===== src/rtl/core/anp_pkg.sv =====
// anp_pkg: shared constants, item types and the digit decoder for the ascii number parser
// no dependencies; used by the character and value channel interfaces and every rtl/core module
package anp_pkg;

  localparam int unsigned CharWidth  = 8;
  localparam int unsigned ValueWidth = 32;
  localparam int unsigned DigitWidth = 4;

  localparam logic [CharWidth-1:0] ChSpace      = 8'h20;
  localparam logic [CharWidth-1:0] ChUnderscore = 8'h5f;
  localparam logic [CharWidth-1:0] ChMinus      = 8'h2d;
  localparam logic [CharWidth-1:0] ChZero       = 8'h30;
  localparam logic [CharWidth-1:0] ChNine       = 8'h39;
  localparam logic [CharWidth-1:0] ChUpA        = 8'h41;
  localparam logic [CharWidth-1:0] ChUpF        = 8'h46;
  localparam logic [CharWidth-1:0] ChLoA        = 8'h61;
  localparam logic [CharWidth-1:0] ChLoF        = 8'h66;

  localparam logic [DigitWidth-1:0] DigitTen = 4'd10;

  // one character of a field as held in the input register
  typedef struct packed {
    logic [CharWidth-1:0] char_code;
    logic                 last;
  } item_t;

  // input register to parse stage handshake
  typedef struct packed {
    logic  valid;
    item_t item;
  } stage_t;

  typedef struct packed {
    logic                  is_digit;
    logic [DigitWidth-1:0] digit;
  } digit_t;

  // digit value of a character in the selected radix
  function automatic digit_t decode_digit(logic [CharWidth-1:0] c, logic hex_mode);
    digit_t                r;
    logic [CharWidth-1:0]  off;
    r   = '0;
    off = '0;
    if (c >= ChZero && c <= ChNine) begin
      off        = c - ChZero;
      r.is_digit = 1'b1;
      r.digit    = off[DigitWidth-1:0];
    end else if (hex_mode && c >= ChUpA && c <= ChUpF) begin
      off        = c - ChUpA;
      r.is_digit = 1'b1;
      r.digit    = off[DigitWidth-1:0] + DigitTen;
    end else if (hex_mode && c >= ChLoA && c <= ChLoF) begin
      off        = c - ChLoA;
      r.is_digit = 1'b1;
      r.digit    = off[DigitWidth-1:0] + DigitTen;
    end
    return r;
  endfunction

endpackage


===== src/rtl/core/anp_char_if.sv =====
// anp_char_if: character channel, one ascii character and its last flag per item
// depends on anp_pkg for widths
interface anp_char_if;
  logic                          valid;
  logic                          ready;
  logic [anp_pkg::CharWidth-1:0] char_code;
  logic                          last;

  modport source (output valid, output char_code, output last, input ready);
  modport sink   (input valid, input char_code, input last, output ready);
endinterface


===== src/rtl/core/anp_value_if.sv =====
// anp_value_if: result channel, one parsed 32-bit value per item
// depends on anp_pkg for widths
interface anp_value_if;
  logic                           valid;
  logic                           ready;
  logic [anp_pkg::ValueWidth-1:0] value;

  modport source (output valid, output value, input ready);
  modport sink   (input valid, input value, output ready);
endinterface


===== src/rtl/core/anp_cfg_if.sv =====
// anp_cfg_if: configuration write channel carrying the radix select register
// no package dependencies
interface anp_cfg_if;
  logic valid;
  logic ready;
  logic hex_mode;

  modport source (output valid, output hex_mode, input ready);
  modport sink   (input valid, input hex_mode, output ready);
endinterface


===== src/rtl/core/ascii_number_parser_core.sv =====
// ascii_number_parser_core: ascii decimal or hex field to signed 32-bit value
// path: a last character passes the input register and then the result register before its value shows on out_ch
// throughput: one character per cycle unless a last character stalls as below; the result register parts the two sides
// stalls: a last character waits in the input register while out_ch holds an unaccepted value
// reset (rst, synchronous): pipeline empty, field state cleared, hex_mode = 1
// depends on anp_pkg, anp_char_if, anp_value_if, anp_cfg_if, anp_in_reg, anp_parse
module ascii_number_parser_core (
  input  logic         clk,
  input  logic         rst,
  anp_char_if.sink     in_ch,
  anp_value_if.source  out_ch,
  anp_cfg_if.sink      cfg
);

  // radix select; the user must write it only while the block is idle, the block does not enforce this
  logic             hex_mode;
  anp_pkg::stage_t  stage;
  logic             take;

  // configuration writes are always taken
  assign cfg.ready = 1'b1;

  always_ff @(posedge clk) begin
    if (rst) begin
      hex_mode <= 1'b1;
    end else if (cfg.valid) begin
      hex_mode <= cfg.hex_mode;
    end
  end

  // input register: one character item held for the parse stage
  anp_in_reg u_in_reg (
    .clk   (clk),
    .rst   (rst),
    .in_ch (in_ch),
    .take  (take),
    .stage (stage)
  );

  // parse stage: blank/sign/digit handling, shift-add, result register
  anp_parse u_parse (
    .clk      (clk),
    .rst      (rst),
    .hex_mode (hex_mode),
    .stage    (stage),
    .take     (take),
    .out_ch   (out_ch)
  );

  // reset leaves no result pending
  assert property (@(posedge clk) rst |=> !out_ch.valid)
    else $error("result pending after reset");

  // a consumed last character always produces a result next cycle
  assert property (@(posedge clk) disable iff (rst)
    (take && stage.item.last) |=> out_ch.valid)
    else $error("last character consumed without a result");

  // a held character that was not consumed is still held
  assert property (@(posedge clk) disable iff (rst)
    (stage.valid && !take) |=> stage.valid)
    else $error("stalled character lost");

  // a configuration write lands in the radix register
  assert property (@(posedge clk) disable iff (rst)
    (cfg.valid && cfg.ready) |=> (hex_mode == $past(cfg.hex_mode)))
    else $error("radix register write lost");

endmodule


===== src/rtl/core/anp_in_reg.sv =====
// anp_in_reg: input register stage, captures one character item per cycle
// unless the held item is not taken; depends on anp_pkg and anp_char_if
module anp_in_reg (
  input  logic              clk,
  input  logic              rst,
  anp_char_if.sink          in_ch,
  input  logic              take,
  output anp_pkg::stage_t   stage
);

  logic            valid;
  anp_pkg::item_t  item;

  // free when empty or when the parse stage consumes the held item
  assign in_ch.ready = !valid || take;

  always_ff @(posedge clk) begin
    if (rst) begin
      valid <= 1'b0;
    end else if (in_ch.ready) begin
      valid <= in_ch.valid;
    end
  end

  always_ff @(posedge clk) begin
    if (in_ch.valid && in_ch.ready) begin
      item.char_code <= in_ch.char_code;
      item.last      <= in_ch.last;
    end
  end

  assign stage.valid = valid;
  assign stage.item  = item;

endmodule


===== src/rtl/core/anp_parse.sv =====
// anp_parse: field state, shift-add accumulation and the result register
// depends on anp_pkg and anp_value_if
module anp_parse (
  input  logic                 clk,
  input  logic                 rst,
  input  logic                 hex_mode,
  input  anp_pkg::stage_t      stage,
  output logic                 take,
  anp_value_if.source          out_ch
);

  logic [anp_pkg::ValueWidth-1:0] accumulator;
  logic [anp_pkg::ValueWidth-1:0] accumulator_next;
  logic                           negative;
  logic                           negative_next;
  logic                           leading_phase;
  logic                           leading_phase_next;
  logic                           stopped;
  logic                           stopped_next;
  logic                           out_valid;
  logic [anp_pkg::ValueWidth-1:0] value;
  logic [anp_pkg::ValueWidth-1:0] scaled;
  logic [anp_pkg::ValueWidth-1:0] result;
  logic [anp_pkg::CharWidth-1:0]  c;
  anp_pkg::digit_t                dig;
  logic                           emit;

  // a non-last item never needs the result slot
  assign take = stage.valid && (!stage.item.last || !out_valid || out_ch.ready);
  assign emit = take && stage.item.last;
  assign c    = stage.item.char_code;
  assign dig  = anp_pkg::decode_digit(c, hex_mode);

  // times 16 as a shift, or times 10 as shifts and one add
  assign scaled = hex_mode ? (accumulator << 4) : ((accumulator << 3) + (accumulator << 1));

  always_comb begin
    accumulator_next   = accumulator;
    negative_next      = negative;
    leading_phase_next = leading_phase;
    stopped_next       = stopped;
    if (!stopped) begin
      if (c == anp_pkg::ChSpace || c == anp_pkg::ChUnderscore) begin
        if (!leading_phase) begin
          stopped_next = 1'b1;
        end
      end else if (c == anp_pkg::ChMinus) begin
        if (leading_phase) begin
          negative_next      = 1'b1;
          leading_phase_next = 1'b0;
        end else begin
          stopped_next = 1'b1;
        end
      end else if (dig.is_digit) begin
        accumulator_next   = scaled + {{(anp_pkg::ValueWidth-anp_pkg::DigitWidth){1'b0}}, dig.digit};
        leading_phase_next = 1'b0;
      end else begin
        stopped_next = 1'b1;
      end
    end
  end

  assign result = negative_next ? (~accumulator_next + 1'b1) : accumulator_next;

  always_ff @(posedge clk) begin
    if (rst) begin
      accumulator   <= '0;
      negative      <= 1'b0;
      leading_phase <= 1'b1;
      stopped       <= 1'b0;
    end else if (emit) begin
      accumulator   <= '0;
      negative      <= 1'b0;
      leading_phase <= 1'b1;
      stopped       <= 1'b0;
    end else if (take) begin
      accumulator   <= accumulator_next;
      negative      <= negative_next;
      leading_phase <= leading_phase_next;
      stopped       <= stopped_next;
    end
  end

  always_ff @(posedge clk) begin
    if (rst) begin
      out_valid <= 1'b0;
    end else if (emit) begin
      out_valid <= 1'b1;
    end else if (out_ch.ready) begin
      out_valid <= 1'b0;
    end
  end

  always_ff @(posedge clk) begin
    if (emit) begin
      value <= result;
    end
  end

  assign out_ch.valid = out_valid;
  assign out_ch.value = value;

endmodule


===== src/flat_wrapper.sv =====
// flat-port wrapper written by rule: the top's interface ports become plain ports
module ascii_number_parser_core_flat 
  (clk, rst, in_ch_valid, in_ch_char_code, in_ch_last, in_ch_ready, out_ch_valid, out_ch_value, out_ch_ready, cfg_valid, cfg_hex_mode, cfg_ready);
  anp_char_if in_ch_i ();
  anp_value_if out_ch_i ();
  anp_cfg_if cfg_i ();
  input  logic clk;
  input  logic rst;
  input wire logic [$bits(in_ch_i.valid)-1:0] in_ch_valid;
  input wire logic [$bits(in_ch_i.char_code)-1:0] in_ch_char_code;
  input wire logic [$bits(in_ch_i.last)-1:0] in_ch_last;
  output wire logic [$bits(in_ch_i.ready)-1:0] in_ch_ready;
  output wire logic [$bits(out_ch_i.valid)-1:0] out_ch_valid;
  output wire logic [$bits(out_ch_i.value)-1:0] out_ch_value;
  input wire logic [$bits(out_ch_i.ready)-1:0] out_ch_ready;
  input wire logic [$bits(cfg_i.valid)-1:0] cfg_valid;
  input wire logic [$bits(cfg_i.hex_mode)-1:0] cfg_hex_mode;
  output wire logic [$bits(cfg_i.ready)-1:0] cfg_ready;
  assign in_ch_i.valid = in_ch_valid;
  assign in_ch_i.char_code = in_ch_char_code;
  assign in_ch_i.last = in_ch_last;
  assign in_ch_ready = in_ch_i.ready;
  assign out_ch_valid = out_ch_i.valid;
  assign out_ch_value = out_ch_i.value;
  assign out_ch_i.ready = out_ch_ready;
  assign cfg_i.valid = cfg_valid;
  assign cfg_i.hex_mode = cfg_hex_mode;
  assign cfg_ready = cfg_i.ready;
  ascii_number_parser_core u_core (.clk(clk), .rst(rst), .in_ch(in_ch_i), .out_ch(out_ch_i), .cfg(cfg_i));
endmodule

===== config.mk =====
export PLATFORM = sky130hd
export DESIGN_NAME = ascii_number_parser_core_flat
export DESIGN_NICKNAME = d
export VERILOG_FILES = /design/src/rtl/core/anp_pkg.sv /design/src/rtl/core/anp_char_if.sv /design/src/rtl/core/anp_value_if.sv /design/src/rtl/core/anp_cfg_if.sv /design/src/rtl/core/ascii_number_parser_core.sv /design/src/rtl/core/anp_in_reg.sv /design/src/rtl/core/anp_parse.sv /design/src/flat_wrapper.sv
export SDC_FILE = /design/constraint.sdc
export NUM_CORES = 1
export LEC_CHECK = 0
export BUFFER_PORTS_ARGS = -buffer_cell sky130_fd_sc_hd__buf_4
export CORE_MARGIN = 8
export CORE_UTILIZATION = 56
export DETAILED_ROUTE_END_ITERATION = 10
export GPL_TIMING_DRIVEN = 0
export HOLD_SLACK_MARGIN = 0.05
export PLACE_DENSITY = 0.85
export SETUP_SLACK_MARGIN = 0.02
export SLEW_MARGIN = 25
export SYNTH_ARGS = -nofsm -noshare
export SYNTH_HDL_FRONTEND = slang
export SYNTH_HIERARCHICAL = 1
export SYNTH_SLANG_ARGS = --single-unit

===== constraint.sdc =====
create_clock -name clk -period 6 [get_ports clk]
set_input_delay 0.3 -clock clk [delete_from_list [all_inputs] [get_ports clk]]
set_output_delay 0.3 -clock clk [all_outputs]
set_load 0.05 [all_outputs]

==> run metrics <==
gpl congestion=0.943; Min-Delay Endpoint=u_core/u_in_reg/stage[4]; Total GRT Usage=0.228; Final #Nets=961; Post-synth EDFFs=41; Yosys top cell area share=0.176; drt drc=0; Worst setup EP type=flip-flop; Top Ports=50; asr flop ratio synth=0; Die ar.=around 0.016 mm^2; IO Port Bufs=48; Max Slew Vio Count=0; TritonRoute pass-1 iters=6; reg2reg start=u_core/u_in_reg/stage[4]; Routed wire per std cell=~18 um; FILL cells=1029; H-tree depth=3; clock-pin slew on the worst setup and hold paths=60 ps; Synth top cells by count=nand2_1, nor2_1, a21oi_1, o21ai_0, edfxtp_1; VDD IR max=roughly 0.00014 V; Leak=a little over 3 nW; CP arrival=roughly 5800 ps; Iter 0 DRT Violations=between 600 and 700; Post-Place Setup Slack=-984 ps; vias per cell=6.33; worst skew pair latency=340 ps; DR vias=approximately 6900; starting density of the core=0.564; gr ovfl total=0; largest net degree at the start of global routing=35; WHS Path Cells=1; final cell utilization of the core=0.650; total power=1.61 mW; antenna violations before repair=0; Die Wd=between 100 and 150 um; hold crit path type=in2reg; most common cell in the netlist=nand2_1; R2R depth=20; synth unique cells=90; Post-DP HPWL=between 10000 and 15000 um; power per cell area=between 200 and 250 mW/mm^2; TritonCTS Buffers=9; Post-Synthesis Cells=848; worst setup path category=reg2reg; diode count=0; final hold violations=0; crit path launch type=flip-flop; final setup fails=0; hold path start=in_ch_char_code[3]; result of the run=completed; layout cells sized above 1=0.136; Max-slew headroom=0.379; placed cell area=about 0.0076 mm^2; fmax=roughly 170 MHz; final worst setup slack=approximately 250 ps; Critical R2R Capture=u_core/u_parse/out_ch.value[28]; core region area=0.0124 mm^2; syn_nets=901; Post-Route WL=roughly 19000 um; number of synthesized register bits=just under 80; area growth from synthesis to layout=15.1%; vias in the first global route=between 6000 and 7000; worst endpoint required time=6090 ps; unrepaired setup endpoints after global routing=no; Seq/Total Area, Yosys=0.284; synth warn=6; ANT nets after route=0; Slew @ Worst Pin=roughly 900 ps; r2r setup slk=approximately 250 ps; CP Max Fanout=8; hold buffers post-CTS=0; first-pass GRT wire length=30700 um; cell area after synthesis=~0.007 mm^2; CTS tree=built; Avg Cell Area, Syn=between 8 and 9 um^2; total clock sinks=79; max-cap violations=0; largest cells by area after synthesis=edfxtp_1, dfxtp_1, ha_1, nand2_1, a21oi_1; cell area after layout=around 0.0081 mm^2; FP Rows=just over 40; CTS root buffer=clkbuf_16; Synth area leader=edfxtp_1; Tmin final=approximately 5800 ps; hold_ws=~140 ps; clk buf depth=2; Synth Flop Type=edfxtp_1; Clock Skew=~10 ps; Die Span Y=~130 um; Tcrit/Tclk final=0.959
stage by stage:
stage                     std cells  TNS (ps)
after floorplan                 848         0
after global placement         1068     -9780
after detailed placement       1068    -11500
after CTS                      1082         0
after global routing           1085         0
final                          1085         0
per-layer routing:
| metal | track usage | vias up | part of all wire |
|---|---|---|---|
| met1 | 0.306 | 3178 | 0.44 |
| met3 | 0.0324 | 40 | 0.098 |
| met2 | 0.361 | 376 | 0.44 |
| met4 | 0.0923 | 0 | 0.023 |
| li1 | - | 3275 | - |
| met5 | 0 | - | 0 |
cells in the final DEF, fill, tap and decap left out, drive strengths merged, types with 18 or more instances in the layout:
cell type,instances
buf,66
xnor2,38
clkbuf,33
nor2,86
nor3,18
o21ai,54
ha,36
nand2,95
a211oi,23
a21oi,71
dfxtp,38
xor2,32
edfxtp,41
power by group:
part	internal, mW	switching [mW]
Sequential	0.596	0.0286
Clock	0.408	0.218
Combinational	0.127	0.237
worst max path at each step:
| stage | from | end |
|---|---|---|
| floorplan | u_core/hex_mode | u_core/u_parse/out_ch.value[31] |
| global placement | u_core/hex_mode | u_core/u_parse/out_ch.value[31] |
| detailed placement | u_core/hex_mode | u_core/u_parse/out_ch.value[31] |
| CTS | u_core/u_in_reg/stage[1] | u_core/u_parse/out_ch.value[31] |
| global route | u_core/u_in_reg/stage[1] | u_core/u_parse/out_ch.value[31] |
| finish | u_core/u_in_reg/stage[4] | u_core/u_parse/out_ch.value[28] |
final cells by class:
class,count,area (um^2),share of cell area
multi-input cells,712,4870,0.604
flip-flops and latches,79,1990,0.247
repair buffers,52,390,0.0484
clock buffers,9,225,0.0279
well taps,172,215,0.0267
plain buffers,38,191,0.0237
clock inverters,7,120,0.0149
inverters,16,60.1,0.00745
registers in the layout (all words and copies together), names as in the netlist:
signal	cells
u_core/u_parse/leading_phase	1
u_core/u_parse/negative	1
u_core/u_parse/stopped	1
u_core/u_parse/accumulator	32
u_core/hex_mode	1
u_core/u_parse/out_ch.valid	1
u_core/u_in_reg/valid	1
u_core/u_in_reg/stage	9
u_core/u_parse/out_ch.value	32
cell families (layout without fill, tap and decap cells):
group           Yosys count  after routing  synth area share
simple gates            318            318             0.230
compound gates          266            266             0.264
flops                    79             79             0.284
xor+xnor                 70             70            0.0886
buf+inv                  57            122            0.0343
fa+ha+maj                38             38            0.0700
mux                      19             19            0.0279
other cells               1              1          0.000535
what timing repair did:
item | in CTS | in global routing
pin swaps | 2 | 6
gates resized for setup | 8 | 23
buffers inserted | 1 | 3
setup endpoints to repair | 28 | 11
critical path: stages, from the launching register on:
cell and delay, ps:
edfxtp_1 540, nor4b_4 380, and4_1 340, a22o_1 160, ha_1 170, inv_1 60
fa_1 390, nor2b_1 150, o221ai_2 130, a211o_1 330, a211o_1 330, or3_1 330
buf_2 170, nor4_4 370, and3b_1 240, xor2_1 140, o32ai_1 450, nand4_1 250
o31ai_4 300, o21ai_1 140, xnor2_1 140
(Power assumes the default switching activity.)
